### config.mk
export PLATFORM = sky130hd
export DESIGN_NAME = c_like_byte_tokenizer_flat
export DESIGN_NICKNAME = d
export VERILOG_FILES = /design/src/ctb_pkg.sv /design/src/ctb_if.sv /design/src/ctb_front.sv /design/src/ctb_queue.sv /design/src/ctb_back.sv /design/src/c_like_byte_tokenizer.sv /design/src/flat_wrapper.sv
export SDC_FILE = /design/constraint.sdc
export NUM_CORES = 2
export LEC_CHECK = 0
export ABC_CLOCK_PERIOD_IN_PS = 11800
export BUFFER_PORTS_ARGS = -buffer_cell sky130_fd_sc_hd__buf_2
export CAP_MARGIN = 0
export CELL_PAD_IN_SITES_DETAIL_PLACEMENT = 0
export CELL_PAD_IN_SITES_GLOBAL_PLACEMENT = 2
export CORE_ASPECT_RATIO = 0.6
export CORE_MARGIN = 2
export CORE_UTILIZATION = 45
export CTS_CLUSTER_DIAMETER = 100
export CTS_CLUSTER_SIZE = 20
export DETAILED_ROUTE_END_ITERATION = 8
export PLACE_DENSITY_LB_ADDON = 0.05
export SLEW_MARGIN = 25
export SYNTH_ARGS = -nofsm -noshare
export SYNTH_HDL_FRONTEND = slang
export SYNTH_HIERARCHICAL = 1
export SYNTH_SLANG_ARGS = --single-unit
### constraint.sdc
create_clock -name clk -period 11.8 [get_ports clk]
set_input_delay 2.36 -clock clk [delete_from_list [all_inputs] [get_ports clk]]
set_output_delay 2.36 -clock clk [all_outputs]
set_load 0.005 [all_outputs]
### src/ctb_pkg.sv
// Package: token kinds, character codes, queue entry type and classification functions.
`timescale 1ns / 1ps

package ctb_pkg;

  typedef logic [5:0] kind_t;

  // Token kinds as seen on the result channel
  localparam kind_t KIND_EOF      = 6'd0;
  localparam kind_t KIND_IDENT    = 6'd1;
  localparam kind_t KIND_NUMBER   = 6'd2;
  localparam kind_t KIND_AUTO     = 6'd3;
  localparam kind_t KIND_RETURN   = 6'd4;
  localparam kind_t KIND_REGISTER = 6'd5;
  localparam kind_t KIND_IF       = 6'd6;
  localparam kind_t KIND_ELSE     = 6'd7;
  localparam kind_t KIND_WHILE    = 6'd8;
  localparam kind_t KIND_SEMI     = 6'd9;
  localparam kind_t KIND_LPAREN   = 6'd10;
  localparam kind_t KIND_RPAREN   = 6'd11;
  localparam kind_t KIND_LBRACK   = 6'd12;
  localparam kind_t KIND_RBRACK   = 6'd13;
  localparam kind_t KIND_LBRACE   = 6'd14;
  localparam kind_t KIND_RBRACE   = 6'd15;
  localparam kind_t KIND_AT       = 6'd16;
  localparam kind_t KIND_COMMA    = 6'd17;
  localparam kind_t KIND_PLUS     = 6'd18;
  localparam kind_t KIND_MINUS    = 6'd19;
  localparam kind_t KIND_SLASH    = 6'd20;
  localparam kind_t KIND_PERCENT  = 6'd21;
  localparam kind_t KIND_STAR     = 6'd22;
  localparam kind_t KIND_TILDE    = 6'd23;
  localparam kind_t KIND_BAR      = 6'd24;
  localparam kind_t KIND_CARET    = 6'd25;
  localparam kind_t KIND_AMP      = 6'd26;
  localparam kind_t KIND_ANDAND   = 6'd27;
  localparam kind_t KIND_EQEQ     = 6'd28;
  localparam kind_t KIND_GE       = 6'd29;
  localparam kind_t KIND_LE       = 6'd30;
  localparam kind_t KIND_BANG     = 6'd31;
  localparam kind_t KIND_GT       = 6'd32;
  localparam kind_t KIND_NE       = 6'd33;
  localparam kind_t KIND_OROR     = 6'd34;
  localparam kind_t KIND_LT       = 6'd35;
  localparam kind_t KIND_SHL      = 6'd36;
  localparam kind_t KIND_ASSIGN   = 6'd37;
  localparam kind_t KIND_SHR      = 6'd38;
  localparam kind_t KIND_ERROR    = 6'd39;

  // Character codes
  localparam logic [7:0] CH_NUL     = 8'h00;
  localparam logic [7:0] CH_TAB     = 8'h09;
  localparam logic [7:0] CH_NL      = 8'h0A;
  localparam logic [7:0] CH_CR      = 8'h0D;
  localparam logic [7:0] CH_SPACE   = 8'h20;
  localparam logic [7:0] CH_BANG    = 8'h21;
  localparam logic [7:0] CH_PERCENT = 8'h25;
  localparam logic [7:0] CH_AMP     = 8'h26;
  localparam logic [7:0] CH_LPAREN  = 8'h28;
  localparam logic [7:0] CH_RPAREN  = 8'h29;
  localparam logic [7:0] CH_STAR    = 8'h2A;
  localparam logic [7:0] CH_PLUS    = 8'h2B;
  localparam logic [7:0] CH_COMMA   = 8'h2C;
  localparam logic [7:0] CH_MINUS   = 8'h2D;
  localparam logic [7:0] CH_SLASH   = 8'h2F;
  localparam logic [7:0] CH_0       = 8'h30;
  localparam logic [7:0] CH_9       = 8'h39;
  localparam logic [7:0] CH_SEMI    = 8'h3B;
  localparam logic [7:0] CH_LT      = 8'h3C;
  localparam logic [7:0] CH_EQ      = 8'h3D;
  localparam logic [7:0] CH_GT      = 8'h3E;
  localparam logic [7:0] CH_AT      = 8'h40;
  localparam logic [7:0] CH_UA      = 8'h41;
  localparam logic [7:0] CH_UZ      = 8'h5A;
  localparam logic [7:0] CH_LBRACK  = 8'h5B;
  localparam logic [7:0] CH_RBRACK  = 8'h5D;
  localparam logic [7:0] CH_CARET   = 8'h5E;
  localparam logic [7:0] CH_USCORE  = 8'h5F;
  localparam logic [7:0] CH_LA      = 8'h61;
  localparam logic [7:0] CH_LZ      = 8'h7A;
  localparam logic [7:0] CH_LBRACE  = 8'h7B;
  localparam logic [7:0] CH_BAR     = 8'h7C;
  localparam logic [7:0] CH_RBRACE  = 8'h7D;
  localparam logic [7:0] CH_TILDE   = 8'h7E;

  // Keywords packed first byte most significant
  localparam logic [63:0] KW_AUTO     = 64'h0000_0000_6175_746F;
  localparam logic [63:0] KW_RETURN   = 64'h0000_7265_7475_726E;
  localparam logic [63:0] KW_REGISTER = 64'h7265_6769_7374_6572;
  localparam logic [63:0] KW_IF       = 64'h0000_0000_0000_6966;
  localparam logic [63:0] KW_ELSE     = 64'h0000_0000_656C_7365;
  localparam logic [63:0] KW_WHILE    = 64'h0000_0077_6869_6C65;

  // One queue entry: all tokens caused by one byte; a second token never carries payload
  typedef struct packed {
    kind_t       token_kind;
    logic [63:0] number_value;
    logic [31:0] word_start;
    logic [31:0] word_length;
    logic [31:0] token_line;
    logic        has2;
    kind_t       kind2;
  } ctb_entry_t;

  function automatic logic is_alpha(input logic [7:0] c);
    return (c >= CH_LA && c <= CH_LZ) || (c >= CH_UA && c <= CH_UZ) || c == CH_USCORE;
  endfunction

  function automatic logic is_digit(input logic [7:0] c);
    return c >= CH_0 && c <= CH_9;
  endfunction

  function automatic logic is_space(input logic [7:0] c);
    return c == CH_SPACE || (c >= CH_TAB && c <= CH_CR);
  endfunction

  // Bytes that may open a two-character operator or a comment
  function automatic logic is_lead_op(input logic [7:0] c);
    return c == CH_EQ || c == CH_BANG || c == CH_LT || c == CH_GT ||
           c == CH_AMP || c == CH_BAR || c == CH_SLASH;
  endfunction

  // Single-character operators; eof doubles as "no match"
  function automatic kind_t single_op_kind(input logic [7:0] c);
    kind_t k;
    case (c)
      CH_PLUS:    k = KIND_PLUS;
      CH_MINUS:   k = KIND_MINUS;
      CH_SLASH:   k = KIND_SLASH;
      CH_PERCENT: k = KIND_PERCENT;
      CH_STAR:    k = KIND_STAR;
      CH_TILDE:   k = KIND_TILDE;
      CH_BAR:     k = KIND_BAR;
      CH_CARET:   k = KIND_CARET;
      CH_AMP:     k = KIND_AMP;
      CH_BANG:    k = KIND_BANG;
      CH_GT:      k = KIND_GT;
      CH_LT:      k = KIND_LT;
      CH_EQ:      k = KIND_ASSIGN;
      default:    k = KIND_EOF;
    endcase
    return k;
  endfunction

  // Punctuation; eof doubles as "no match"
  function automatic kind_t punct_kind(input logic [7:0] c);
    kind_t k;
    case (c)
      CH_SEMI:   k = KIND_SEMI;
      CH_LPAREN: k = KIND_LPAREN;
      CH_RPAREN: k = KIND_RPAREN;
      CH_LBRACK: k = KIND_LBRACK;
      CH_RBRACK: k = KIND_RBRACK;
      CH_LBRACE: k = KIND_LBRACE;
      CH_RBRACE: k = KIND_RBRACE;
      CH_AT:     k = KIND_AT;
      CH_COMMA:  k = KIND_COMMA;
      default:   k = KIND_EOF;
    endcase
    return k;
  endfunction

  // Two-character operators; eof doubles as "no match"
  function automatic kind_t two_char_kind(input logic [7:0] p, input logic [7:0] c);
    kind_t k;
    k = KIND_EOF;
    if (p == CH_EQ && c == CH_EQ)        k = KIND_EQEQ;
    else if (p == CH_BANG && c == CH_EQ) k = KIND_NE;
    else if (p == CH_LT && c == CH_EQ)   k = KIND_LE;
    else if (p == CH_LT && c == CH_LT)   k = KIND_SHL;
    else if (p == CH_GT && c == CH_EQ)   k = KIND_GE;
    else if (p == CH_GT && c == CH_GT)   k = KIND_SHR;
    else if (p == CH_AMP && c == CH_AMP) k = KIND_ANDAND;
    else if (p == CH_BAR && c == CH_BAR) k = KIND_OROR;
    return k;
  endfunction

  // Keyword lookup; ident when nothing matches
  function automatic kind_t keyword_kind(input logic [63:0] kw);
    kind_t k;
    case (kw)
      KW_AUTO:     k = KIND_AUTO;
      KW_RETURN:   k = KIND_RETURN;
      KW_REGISTER: k = KIND_REGISTER;
      KW_IF:       k = KIND_IF;
      KW_ELSE:     k = KIND_ELSE;
      KW_WHILE:    k = KIND_WHILE;
      default:     k = KIND_IDENT;
    endcase
    return k;
  endfunction

endpackage

### src/ctb_if.sv
// Channel interfaces: source byte channel and token channel.
`timescale 1ns / 1ps

interface ctb_in_if;
  logic       valid;
  logic       ready;
  logic [7:0] in_byte;
  logic       end_marker;

  modport source (output valid, output in_byte, output end_marker, input ready);
  modport sink   (input valid, input in_byte, input end_marker, output ready);
endinterface

interface ctb_out_if;
  logic        valid;
  logic        ready;
  logic [5:0]  token_kind;
  logic [63:0] number_value;
  logic [31:0] word_start;
  logic [31:0] word_length;
  logic [31:0] token_line;
  logic        last_of_run;

  modport source (output valid, output token_kind, output number_value, output word_start,
                  output word_length, output token_line, output last_of_run, input ready);
  modport sink   (input valid, input token_kind, input number_value, input word_start,
                  input word_length, input token_line, input last_of_run, output ready);
endinterface

### src/ctb_front.sv
// Front end: accepts source bytes, runs the scanner and queues the tokens each byte causes.
`timescale 1ns / 1ps

module ctb_front #(
  parameter int OFFSET_BITS = 32
) (
  input  logic                clk,
  input  logic                rst_n,
  ctb_in_if.sink              in_ch,
  input  logic                q_full,
  output logic                push_valid,
  output ctb_pkg::ctb_entry_t push_entry
);
  import ctb_pkg::*;

  typedef enum logic [6:0] {
    PH_IDLE     = 7'b0000001,
    PH_WORD     = 7'b0000010,
    PH_LONGWORD = 7'b0000100,
    PH_NUMBER   = 7'b0001000,
    PH_OPPEND   = 7'b0010000,
    PH_COMMENT  = 7'b0100000,
    PH_HALTED   = 7'b1000000
  } phase_t;

  localparam logic [3:0] KW_MAX_BYTES = 4'd8;

  phase_t                 phase_r, phase_nxt;
  logic [7:0]             pend_r, pend_nxt;
  logic [63:0]            kw_r, kw_nxt;
  logic [3:0]             kw_cnt_r, kw_cnt_nxt;
  logic [63:0]            acc_r, acc_nxt;
  logic [OFFSET_BITS-1:0] start_r, start_nxt;
  logic [OFFSET_BITS-1:0] pos_r, pos_nxt;
  logic [31:0]            line_r, line_nxt;

  logic                   accept;
  logic [7:0]             c;
  logic [OFFSET_BITS-1:0] word_len;
  logic [31:0]            line_inc;
  logic [67:0]            acc_wide;
  kind_t                  kw_kind;
  kind_t                  two_kind;
  logic                   open_tok;
  kind_t                  fl_kind;
  logic [63:0]            fl_val;
  logic [31:0]            fl_start;
  logic [31:0]            fl_len;
  logic                   have_flush;
  logic                   have_new;
  kind_t                  new_kind;
  logic                   start_idle;

  assign in_ch.ready = !q_full;
  assign accept      = in_ch.valid && !q_full;
  assign c           = in_ch.in_byte;
  assign word_len    = pos_r - start_r;
  assign line_inc    = (line_r == 32'hFFFF_FFFF) ? line_r : line_r + 32'd1;
  assign kw_kind     = keyword_kind(kw_r);
  assign two_kind    = two_char_kind(pend_r, c);
  // acc * 10 + digit, carries above bit 63 mean saturation
  assign acc_wide    = ({4'b0, acc_r} << 3) + ({4'b0, acc_r} << 1) + 68'(c[3:0]);
  assign open_tok    = phase_r == PH_WORD || phase_r == PH_LONGWORD ||
                       phase_r == PH_NUMBER || phase_r == PH_OPPEND;

  // Token left open by the current phase
  always_comb begin
    fl_kind  = KIND_EOF;
    fl_val   = '0;
    fl_start = '0;
    fl_len   = '0;
    if (phase_r == PH_WORD || phase_r == PH_LONGWORD) begin
      if (phase_r == PH_WORD && kw_kind != KIND_IDENT) begin
        fl_kind = kw_kind;
      end else begin
        fl_kind  = KIND_IDENT;
        fl_start = 32'(start_r);
        fl_len   = 32'(word_len);
      end
    end else if (phase_r == PH_NUMBER) begin
      fl_kind = KIND_NUMBER;
      fl_val  = acc_r;
    end else if (phase_r == PH_OPPEND) begin
      fl_kind = single_op_kind(pend_r);
    end
  end

  // Scanner next state
  always_comb begin
    phase_nxt  = phase_r;
    pend_nxt   = pend_r;
    kw_nxt     = kw_r;
    kw_cnt_nxt = kw_cnt_r;
    acc_nxt    = acc_r;
    start_nxt  = start_r;
    pos_nxt    = pos_r;
    line_nxt   = line_r;
    have_flush = 1'b0;
    have_new   = 1'b0;
    new_kind   = KIND_EOF;
    start_idle = 1'b0;

    if (accept) begin
      if (in_ch.end_marker) begin
        // flush and rewind; a halted scanner stays silent
        if (phase_r != PH_HALTED) begin
          have_flush = open_tok;
          have_new   = 1'b1;
          new_kind   = KIND_EOF;
        end
        phase_nxt  = PH_IDLE;
        pend_nxt   = '0;
        kw_nxt     = '0;
        kw_cnt_nxt = '0;
        acc_nxt    = '0;
        start_nxt  = '0;
        pos_nxt    = '0;
        line_nxt   = 32'd1;
      end else if (phase_r == PH_HALTED) begin
        phase_nxt = PH_HALTED;
      end else if (phase_r == PH_COMMENT) begin
        if (c == CH_NUL) begin
          have_new  = 1'b1;
          new_kind  = KIND_EOF;
          phase_nxt = PH_HALTED;
        end else if (c == CH_NL) begin
          line_nxt  = line_inc;
          phase_nxt = PH_IDLE;
        end
        pos_nxt = pos_r + 1'b1;
      end else begin
        start_idle = 1'b1;
        if (phase_r == PH_WORD || phase_r == PH_LONGWORD) begin
          if (is_alpha(c) || is_digit(c)) begin
            if (phase_r == PH_WORD && kw_cnt_r < KW_MAX_BYTES) begin
              kw_nxt     = {kw_r[55:0], c};
              kw_cnt_nxt = kw_cnt_r + 4'd1;
            end else begin
              phase_nxt = PH_LONGWORD;
            end
            pos_nxt    = pos_r + 1'b1;
            start_idle = 1'b0;
          end else begin
            have_flush = 1'b1;
          end
        end else if (phase_r == PH_NUMBER) begin
          if (is_digit(c)) begin
            acc_nxt    = (acc_wide[67:64] != 4'd0) ? '1 : acc_wide[63:0];
            pos_nxt    = pos_r + 1'b1;
            start_idle = 1'b0;
          end else begin
            have_flush = 1'b1;
          end
        end else if (phase_r == PH_OPPEND) begin
          if (pend_r == CH_SLASH && c == CH_SLASH) begin
            phase_nxt  = PH_COMMENT;
            pos_nxt    = pos_r + 1'b1;
            start_idle = 1'b0;
          end else if (two_kind != KIND_EOF) begin
            have_new   = 1'b1;
            new_kind   = two_kind;
            phase_nxt  = PH_IDLE;
            pos_nxt    = pos_r + 1'b1;
            start_idle = 1'b0;
          end else begin
            have_flush = 1'b1;
          end
        end

        // byte opens something new
        if (start_idle) begin
          phase_nxt = PH_IDLE;
          if (c == CH_NUL) begin
            have_new  = 1'b1;
            new_kind  = KIND_EOF;
            phase_nxt = PH_HALTED;
          end else if (is_space(c)) begin
            if (c == CH_NL) begin
              line_nxt = line_inc;
            end
          end else if (is_alpha(c)) begin
            phase_nxt  = PH_WORD;
            kw_nxt     = {56'd0, c};
            kw_cnt_nxt = 4'd1;
            start_nxt  = pos_r;
          end else if (is_digit(c)) begin
            phase_nxt = PH_NUMBER;
            acc_nxt   = 64'(c[3:0]);
          end else if (is_lead_op(c)) begin
            phase_nxt = PH_OPPEND;
            pend_nxt  = c;
          end else if (single_op_kind(c) != KIND_EOF) begin
            have_new = 1'b1;
            new_kind = single_op_kind(c);
          end else if (punct_kind(c) != KIND_EOF) begin
            have_new = 1'b1;
            new_kind = punct_kind(c);
          end else begin
            have_new  = 1'b1;
            new_kind  = KIND_ERROR;
            phase_nxt = PH_HALTED;
          end
          pos_nxt = pos_r + 1'b1;
        end
      end
    end
  end

  // Queue request: flushed token first, then the byte's own token
  always_comb begin
    push_entry            = '0;
    push_entry.token_line = line_r;
    if (have_flush) begin
      push_entry.token_kind   = fl_kind;
      push_entry.number_value = fl_val;
      push_entry.word_start   = fl_start;
      push_entry.word_length  = fl_len;
      push_entry.has2         = have_new;
      push_entry.kind2        = new_kind;
    end else begin
      push_entry.token_kind = new_kind;
    end
  end

  assign push_valid = have_flush || have_new;

  always_ff @(posedge clk) begin
    if (!rst_n) begin
      phase_r  <= PH_IDLE;
      pend_r   <= '0;
      kw_r     <= '0;
      kw_cnt_r <= '0;
      acc_r    <= '0;
      start_r  <= '0;
      pos_r    <= '0;
      line_r   <= 32'd1;
    end else begin
      phase_r  <= phase_nxt;
      pend_r   <= pend_nxt;
      kw_r     <= kw_nxt;
      kw_cnt_r <= kw_cnt_nxt;
      acc_r    <= acc_nxt;
      start_r  <= start_nxt;
      pos_r    <= pos_nxt;
      line_r   <= line_nxt;
    end
  end

  // a halted scanner only wakes on the end marker, and then silently
  a_halted_silent: assert property (@(posedge clk) disable iff (!rst_n)
    (accept && phase_r == PH_HALTED) |-> !push_valid)
    else $error("token queued while halted");

  // keyword buffer never holds more than eight bytes while in a word
  a_kw_count: assert property (@(posedge clk) disable iff (!rst_n)
    (phase_r == PH_WORD) |-> (kw_cnt_r != 4'd0 && kw_cnt_r <= KW_MAX_BYTES))
    else $error("keyword byte count out of range");

endmodule

### src/ctb_queue.sv
// Short queue of token requests between the scanner and the output stage.
`timescale 1ns / 1ps

module ctb_queue #(
  parameter int DEPTH = 4
) (
  input  logic                clk,
  input  logic                rst_n,
  input  logic                push_valid,
  input  ctb_pkg::ctb_entry_t push_entry,
  input  logic                pop,
  output ctb_pkg::ctb_entry_t head_entry,
  output logic                empty,
  output logic                full
);
  import ctb_pkg::*;

  localparam int PTR_W = (DEPTH > 1) ? $clog2(DEPTH) : 1;
  localparam int CNT_W = $clog2(DEPTH + 1);
  localparam logic [PTR_W-1:0] LAST_IDX = PTR_W'(DEPTH - 1);

  ctb_entry_t       entries_r [DEPTH];
  logic [PTR_W-1:0] wr_ptr_r, wr_ptr_nxt;
  logic [PTR_W-1:0] rd_ptr_r, rd_ptr_nxt;
  logic [CNT_W-1:0] count_r, count_nxt;
  logic             do_push;
  logic             do_pop;

  assign empty      = count_r == '0;
  assign full       = count_r == CNT_W'(DEPTH);
  assign do_push    = push_valid && !full;
  assign do_pop     = pop && !empty;
  assign head_entry = entries_r[rd_ptr_r];

  // pointer wrap and occupancy
  always_comb begin
    wr_ptr_nxt = wr_ptr_r;
    rd_ptr_nxt = rd_ptr_r;
    count_nxt  = count_r;
    if (do_push) begin
      wr_ptr_nxt = (wr_ptr_r == LAST_IDX) ? '0 : wr_ptr_r + 1'b1;
    end
    if (do_pop) begin
      rd_ptr_nxt = (rd_ptr_r == LAST_IDX) ? '0 : rd_ptr_r + 1'b1;
    end
    if (do_push && !do_pop) begin
      count_nxt = count_r + 1'b1;
    end else if (do_pop && !do_push) begin
      count_nxt = count_r - 1'b1;
    end
  end

  always_ff @(posedge clk) begin
    if (!rst_n) begin
      wr_ptr_r <= '0;
      rd_ptr_r <= '0;
      count_r  <= '0;
    end else begin
      wr_ptr_r <= wr_ptr_nxt;
      rd_ptr_r <= rd_ptr_nxt;
      count_r  <= count_nxt;
    end
  end

  always_ff @(posedge clk) begin
    if (do_push) begin
      entries_r[wr_ptr_r] <= push_entry;
    end
  end

  // scanner must never offer a request into a full queue
  a_no_overflow: assert property (@(posedge clk) disable iff (!rst_n)
    push_valid |-> !full)
    else $error("request pushed into full queue");

endmodule

### src/ctb_back.sv
// Output stage: drains queued requests into the result register, one token per ready cycle.
`timescale 1ns / 1ps

module ctb_back (
  input  logic                clk,
  input  logic                rst_n,
  input  ctb_pkg::ctb_entry_t head_entry,
  input  logic                empty,
  output logic                pop,
  ctb_out_if.source           out_ch
);
  import ctb_pkg::*;

  logic        valid_r;
  logic        second_r, second_nxt;
  logic        load;
  kind_t       kind_r;
  logic [63:0] value_r;
  logic [31:0] start_r;
  logic [31:0] len_r;
  logic [31:0] line_r;
  logic        last_r;

  // load when the result register is free or being taken
  assign load = !empty && (!valid_r || out_ch.ready);
  assign pop  = load && (second_r || !head_entry.has2);

  always_comb begin
    second_nxt = second_r;
    if (load) begin
      second_nxt = !second_r && head_entry.has2;
    end
  end

  always_ff @(posedge clk) begin
    if (!rst_n) begin
      valid_r  <= 1'b0;
      second_r <= 1'b0;
    end else begin
      second_r <= second_nxt;
      if (load) begin
        valid_r <= 1'b1;
      end else if (out_ch.ready) begin
        valid_r <= 1'b0;
      end
    end
  end

  // payload: the second token of a request carries only kind and line
  always_ff @(posedge clk) begin
    if (load) begin
      line_r <= head_entry.token_line;
      if (second_r) begin
        kind_r  <= head_entry.kind2;
        value_r <= '0;
        start_r <= '0;
        len_r   <= '0;
        last_r  <= 1'b1;
      end else begin
        kind_r  <= head_entry.token_kind;
        value_r <= head_entry.number_value;
        start_r <= head_entry.word_start;
        len_r   <= head_entry.word_length;
        last_r  <= !head_entry.has2;
      end
    end
  end

  assign out_ch.valid        = valid_r;
  assign out_ch.token_kind   = kind_r;
  assign out_ch.number_value = value_r;
  assign out_ch.word_start   = start_r;
  assign out_ch.word_length  = len_r;
  assign out_ch.token_line   = line_r;
  assign out_ch.last_of_run  = last_r;

  // a token that is not last of its run always has its partner still queued
  a_pair_pending: assert property (@(posedge clk) disable iff (!rst_n)
    (valid_r && !last_r) |-> (second_r && !empty))
    else $error("first of pair shown without its partner queued");

endmodule

### src/c_like_byte_tokenizer.sv
// Top level: byte-stream tokenizer for a small C-like language.
`timescale 1ns / 1ps
//
// Source bytes enter on in_ch (valid/ready), one request per byte, with
// end_marker set to close the input. Tokens leave on out_ch (valid/ready),
// one per cycle unless out_ch stalls, last_of_run marking the final token of a byte.
// Identifiers report start offset and length, numbers their saturated value,
// every token the line on which it was recognised.
// Throughput: one byte per cycle while the queue has room; the scanner resolves
// each byte as it is accepted, with one byte of lookahead held in its state.
// A token is on out_ch once the queue write and then the result register load
// have followed the byte that completes it.
// A byte that closes one token and is itself a token yields two tokens, which
// the output register sends one after the other; the request queue of
// QUEUE_DEPTH entries soaks this up, and in_ch.ready drops only when it fills.
// When out_ch stalls the result register holds and the queue fills behind it.
// Reset (rst_n low, synchronous) empties the queue and output register and
// returns the scanner to line 1, offset 0, between tokens.
module c_like_byte_tokenizer #(
  parameter int OFFSET_BITS = 32,
  parameter int QUEUE_DEPTH = 4
) (
  input  logic      clk,
  input  logic      rst_n,
  ctb_in_if.sink    in_ch,
  ctb_out_if.source out_ch
);
  import ctb_pkg::*;

  ctb_entry_t push_entry;
  ctb_entry_t head_entry;
  logic       push_valid;
  logic       pop;
  logic       q_empty;
  logic       q_full;

  ctb_front #(
    .OFFSET_BITS (OFFSET_BITS)
  ) u_front (
    .clk        (clk),
    .rst_n      (rst_n),
    .in_ch      (in_ch),
    .q_full     (q_full),
    .push_valid (push_valid),
    .push_entry (push_entry)
  );

  ctb_queue #(
    .DEPTH (QUEUE_DEPTH)
  ) u_queue (
    .clk        (clk),
    .rst_n      (rst_n),
    .push_valid (push_valid),
    .push_entry (push_entry),
    .pop        (pop),
    .head_entry (head_entry),
    .empty      (q_empty),
    .full       (q_full)
  );

  ctb_back u_back (
    .clk        (clk),
    .rst_n      (rst_n),
    .head_entry (head_entry),
    .empty      (q_empty),
    .pop        (pop),
    .out_ch     (out_ch)
  );

endmodule

### src/flat_wrapper.sv
// flat-port wrapper written by rule: the top's interface ports become plain ports
module c_like_byte_tokenizer_flat import ctb_pkg::*;
#(
  parameter int OFFSET_BITS = 32,
  parameter int QUEUE_DEPTH = 4
)
  (clk, rst_n, in_ch_valid, in_ch_in_byte, in_ch_end_marker, in_ch_ready, out_ch_valid, out_ch_token_kind, out_ch_number_value, out_ch_word_start, out_ch_word_length, out_ch_token_line, out_ch_last_of_run, out_ch_ready);
  ctb_in_if in_ch_i ();
  ctb_out_if out_ch_i ();
  input  logic clk;
  input  logic rst_n;
  input wire logic [$bits(in_ch_i.valid)-1:0] in_ch_valid;
  input wire logic [$bits(in_ch_i.in_byte)-1:0] in_ch_in_byte;
  input wire logic [$bits(in_ch_i.end_marker)-1:0] in_ch_end_marker;
  output wire logic [$bits(in_ch_i.ready)-1:0] in_ch_ready;
  output wire logic [$bits(out_ch_i.valid)-1:0] out_ch_valid;
  output wire logic [$bits(out_ch_i.token_kind)-1:0] out_ch_token_kind;
  output wire logic [$bits(out_ch_i.number_value)-1:0] out_ch_number_value;
  output wire logic [$bits(out_ch_i.word_start)-1:0] out_ch_word_start;
  output wire logic [$bits(out_ch_i.word_length)-1:0] out_ch_word_length;
  output wire logic [$bits(out_ch_i.token_line)-1:0] out_ch_token_line;
  output wire logic [$bits(out_ch_i.last_of_run)-1:0] out_ch_last_of_run;
  input wire logic [$bits(out_ch_i.ready)-1:0] out_ch_ready;
  assign in_ch_i.valid = in_ch_valid;
  assign in_ch_i.in_byte = in_ch_in_byte;
  assign in_ch_i.end_marker = in_ch_end_marker;
  assign in_ch_ready = in_ch_i.ready;
  assign out_ch_valid = out_ch_i.valid;
  assign out_ch_token_kind = out_ch_i.token_kind;
  assign out_ch_number_value = out_ch_i.number_value;
  assign out_ch_word_start = out_ch_i.word_start;
  assign out_ch_word_length = out_ch_i.word_length;
  assign out_ch_token_line = out_ch_i.token_line;
  assign out_ch_last_of_run = out_ch_i.last_of_run;
  assign out_ch_i.ready = out_ch_ready;
  c_like_byte_tokenizer #(.OFFSET_BITS(OFFSET_BITS), .QUEUE_DEPTH(QUEUE_DEPTH)) u_core (.clk(clk), .rst_n(rst_n), .in_ch(in_ch_i), .out_ch(out_ch_i));
endmodule
==> summary.md <==
| Metric | Value |
|---|---|
| Run status | `finished, final reports clean` |
| Worst-Margin Slew | `1.09 ns` |
| Data arrival time of the worst path | `6.96 ns` |
| Count of cell types in the netlist | `95` |
| Post-synthesis cell type with the largest combined area | `sky130_fd_sc_hd__edfxtp_1` |
| Main synth FF type | `sky130_fd_sc_hd__edfxtp_1` |
| Maximum number of pins on one net before global-route repair | `99` |
| Gpl congestion | `0.877` |
| Cells traversed along the worst timing path | `buf_2 -> or3_1 -> a21boi_0 -> a31oi_1 -> nor2_1 -> a211oi_1 -> nand3_1 -> o211ai_1 -> nand2_1 -> nand2_1 -> nor2b_1 -> and2_4 -> buf_4` |
| Setup crit start kind | `input port` |
| Core ar. | `110000 um^2` |
| CTS H-tree lvls | `3` |
| Maximum buffer depth of the clock tree | `3` |
| Crit end category | `flop` |
| Number of core rows | `94` |
| Final min period | `6.67 ns` |
| Layout overhead on the synthesized area | `8.37%` |
| Final setup TNS | `0 ns` |
| Port bufs | `181` |
| Ratio of cells with drive above 1 in the final layout | `13.7%` |
| Syn Std Cell Area | `50000 um^2` |
| Average wire length per cell after detail routing | `23.4 um` |
| Finish-stage setup viols | `0` |
| Top cell by count, worst path | `sky130_fd_sc_hd__nand2_1` |
| Horizontal extent of the die | `434 um` |
| Boundary Pins | `182` |
| Maximum single-stage delay on the critical path | `0.84 ns` |
| Iteration-0 DRC Markers | `2802` |
| P_leak | `18.8 nW` |
| Setup clock skew after layout | `0.0337 ns` |
| Fraction of registers with async set/reset | `0%` |
| Combinational Power Share | `21.3%` |
| DP Wirelength | `85.0 mm` |
| Slowest cell on crit path | `sky130_fd_sc_hd__and2_4` |
| Number of enable-type register cells in the synthesized netlist | `859` |
| Hold Path Cell Cnt | `1` |
| Fmax achieved | `150 MHz` |
| Total clock sinks | `1113` |
| Avg Synthesized Cell Area | `13.5 um^2` |
| Ratio of total power to cell area | `179 nW/um^2` |
| Total die area | `114000 um^2` |
| Leading cell types by total area after synthesis | `sky130_fd_sc_hd__edfxtp_1 (52%), sky130_fd_sc_hd__dfxtp_1 (10%), sky130_fd_sc_hd__mux4_2 (7.8%), sky130_fd_sc_hd__ha_1 (4.2%), sky130_fd_sc_hd__nor2b_1 (2.6%)` |
| Hold slack | `0.483 ns` |
| Final critical-path share of the clock period | `56.5%` |
| NetSw | `2.63 mW` |
| Net count reported at finish | `3981` |
| Switching share of total power | `27.1%` |
| Sequential group share of total power | `54.0%` |
| RSZ-0062 raised after global routing | `false` |
| Reg clk slew, reported paths | `0.08 ns` |
| Share of Yosys cell area claimed by the top area cell type | `51.6%` |
| Number of instances in the synthesized netlist | `3691` |
| Number of endpoints with negative hold slack in the final report | `0` |
| Most common cell in the synthesized netlist | `sky130_fd_sc_hd__edfxtp_1` |
| Worst r2r path cells | `12` |
| Critical path peak fanout | `51` |
| Number of hold buffers added after cts | `0` |
| Clock network fraction of total power | `24.7%` |
| DRC violations left | `0` |
| Data required time at the worst endpoint | `12.09 ns` |
| Critical path class | `input port to flop` |
| Initial core utilization | `45.5%` |
| Highest ir drop seen on vdd | `0.157 mV` |
| Total number of vias | `30600` |
| Yosys synthesis warning count | `6` |
| Final wirelength | `125 mm` |
| Post-route ant nets | `0` |
| Commonest cells in the synthesized netlist | `sky130_fd_sc_hd__edfxtp_1 (859), sky130_fd_sc_hd__nor2_1 (262), sky130_fd_sc_hd__dfxtp_1 (254), sky130_fd_sc_hd__nand2_1 (226), sky130_fd_sc_hd__nor2b_1 (211)` |
| Net count after synthesis | `3875` |
| Resized Gates After CTS | `0` |
| Total of max-cap violations | `0` |
| Path category of the worst min-delay check | `flop to flop` |
| Number of pins exceeding their max-slew limit in the final report | `0` |
| Postcts setup bufs | `0` |
| Inserted Clock Buffers | `66` |
| First-pass GRT wire length | `188 mm` |
| Clk Latency, worst-skew pair | `0.68 ns` |
| Global Route Usage Sum | `21.9%` |
| 1st-pass router iterations | `5` |
| Cell-internal power | `7.07 mW` |
| Via count of the first global-routing pass | `29200` |
| Root buffer cell | `sky130_fd_sc_hd__clkbuf_16` |
| Relative slew margins | `27.3%` |
| CTS tree | `built` |
| Antenna violations before repair | `7` |
| Height of the die | `262 um` |
| Sequential share of the synthesized area | `61.8%` |
| Congestion Overflow GR | `0` |
| Register bit count reported by yosys | `1113` |
| Ratio of routed vias to standard cells | `5.73` |
-- metal layers --
layer / global-route usage [%] / vias up / share of wire [%]
met2: 28.6 / 800 / 39
met3: 3.42 / 101 / 5.8
li1: - / 14100 / -
met1: 37.7 / 15500 / 54
met4: 3.81 / 0 / 1.3
met5: 0 / - / 0
-- kinds of logic after synthesis --
family | after synthesis | share of synthesized area, %
DFF | 1113 | 61.8
AOI/OAI and AO/OA | 646 | 8.35
adders and majority gates | 171 | 4.34
muxes | 193 | 8.26
xor gates and xnor gates | 136 | 2.38
buffers and inverters | 260 | 2.61
and+or+nand+nor | 1172 | 12.3
-- cell usage in the layout (no fill, tap or decap), types with 150 or more instances in the layout --
master and count:
sky130_fd_sc_hd__o21ai_0 150, sky130_fd_sc_hd__a21oi_1 192, sky130_fd_sc_hd__ha_1 167, sky130_fd_sc_hd__buf_2 181, sky130_fd_sc_hd__dfxtp_1 251, sky130_fd_sc_hd__nor2_1 260, sky130_fd_sc_hd__edfxtp_1 859, sky130_fd_sc_hd__nor2b_1 210
sky130_fd_sc_hd__mux4_2 173, sky130_fd_sc_hd__nand2_1 225
-- registers in the layout (all words and copies together) (netlist names), 3 cells and up, named ones only --
signal / flops
u_core/u_back/out_ch.number_value: 64
u_core/u_back/out_ch.token_kind: 6
u_core/u_back/out_ch.token_line: 32
u_core/u_back/out_ch.word_length: 32
u_core/u_back/out_ch.word_start: 32
u_core/u_front/acc_r: 64
u_core/u_front/kw_cnt_r: 4
u_core/u_front/kw_r: 64
u_core/u_front/line_r: 32
u_core/u_front/pend_r: 8
u_core/u_front/phase_r: 7
u_core/u_front/pos_r: 32
u_core/u_front/start_r: 32
u_core/u_queue/count_r: 3
u_core/u_queue/entries_r: 692
-- power by group through the flow --
| stage | clock network, mW | registers [mW] | logic [mW] |
|---|---|---|---|
| floorplan | 0 | 5.43 | 1.33 |
| global placement | 0 | 5.34 | 2.06 |
| detailed placement | 0 | 5.36 | 2.08 |
| CTS | 2.49 | 5.28 | 2.09 |
| global route | 2.61 | 5.31 | 2.27 |
| finish | 2.40 | 5.24 | 2.07 |
-- worst max-delay path: cells and delay by family --
| kind | cells | cell delay [ns] |
|---|---|---|
| AO/OA/AOI/OAI | 4 | 1.07 |
| buffers and inverters | 2 | 1.29 |
| AND/OR/NAND/NOR | 7 | 2.11 |
-- metrics by stage --
step	std cells	instance area, um^2	utilization [%]	setup WS, ns	total power [mW]
floorplan	3691	50000	-	1.63	6.76
global placement	5214	52100	47.4	4.57	7.40
detailed placement	5215	52100	47.5	4.51	7.44
CTS	5335	54100	49.3	5.24	9.85
global route	5338	54200	49.3	4.81	10.2
finish	5339	54200	49.3	5.13	9.71
-- worst paths after layout --
kind,slack [ns],endpoint,startpoint
hold / removal,0.48,u_core/u_front/kw_r[56],u_core/u_front/kw_r[56]
setup reg to reg,6.50,u_core/u_queue/entries_r[0][114],u_core/u_front/pend_r[1]
setup / recovery,5.13,u_core/u_queue/entries_r[0][114],in_ch_in_byte[1]
hold reg to reg,0.48,u_core/u_front/kw_r[56],u_core/u_front/kw_r[56]
-- layout make-up --
class | instances | area, um^2
clock inverter | 7 | 92.6
multi-input combinational | 2318 | 17900
antenna | 2 | 5.00
fill | 9593 | 55700
tap | 1488 | 1860
clock buffer | 113 | 1890
timing repair buffer | 219 | 1250
inverter | 79 | 297
sequential | 1113 | 30900
(Power assumes the default switching activity.)
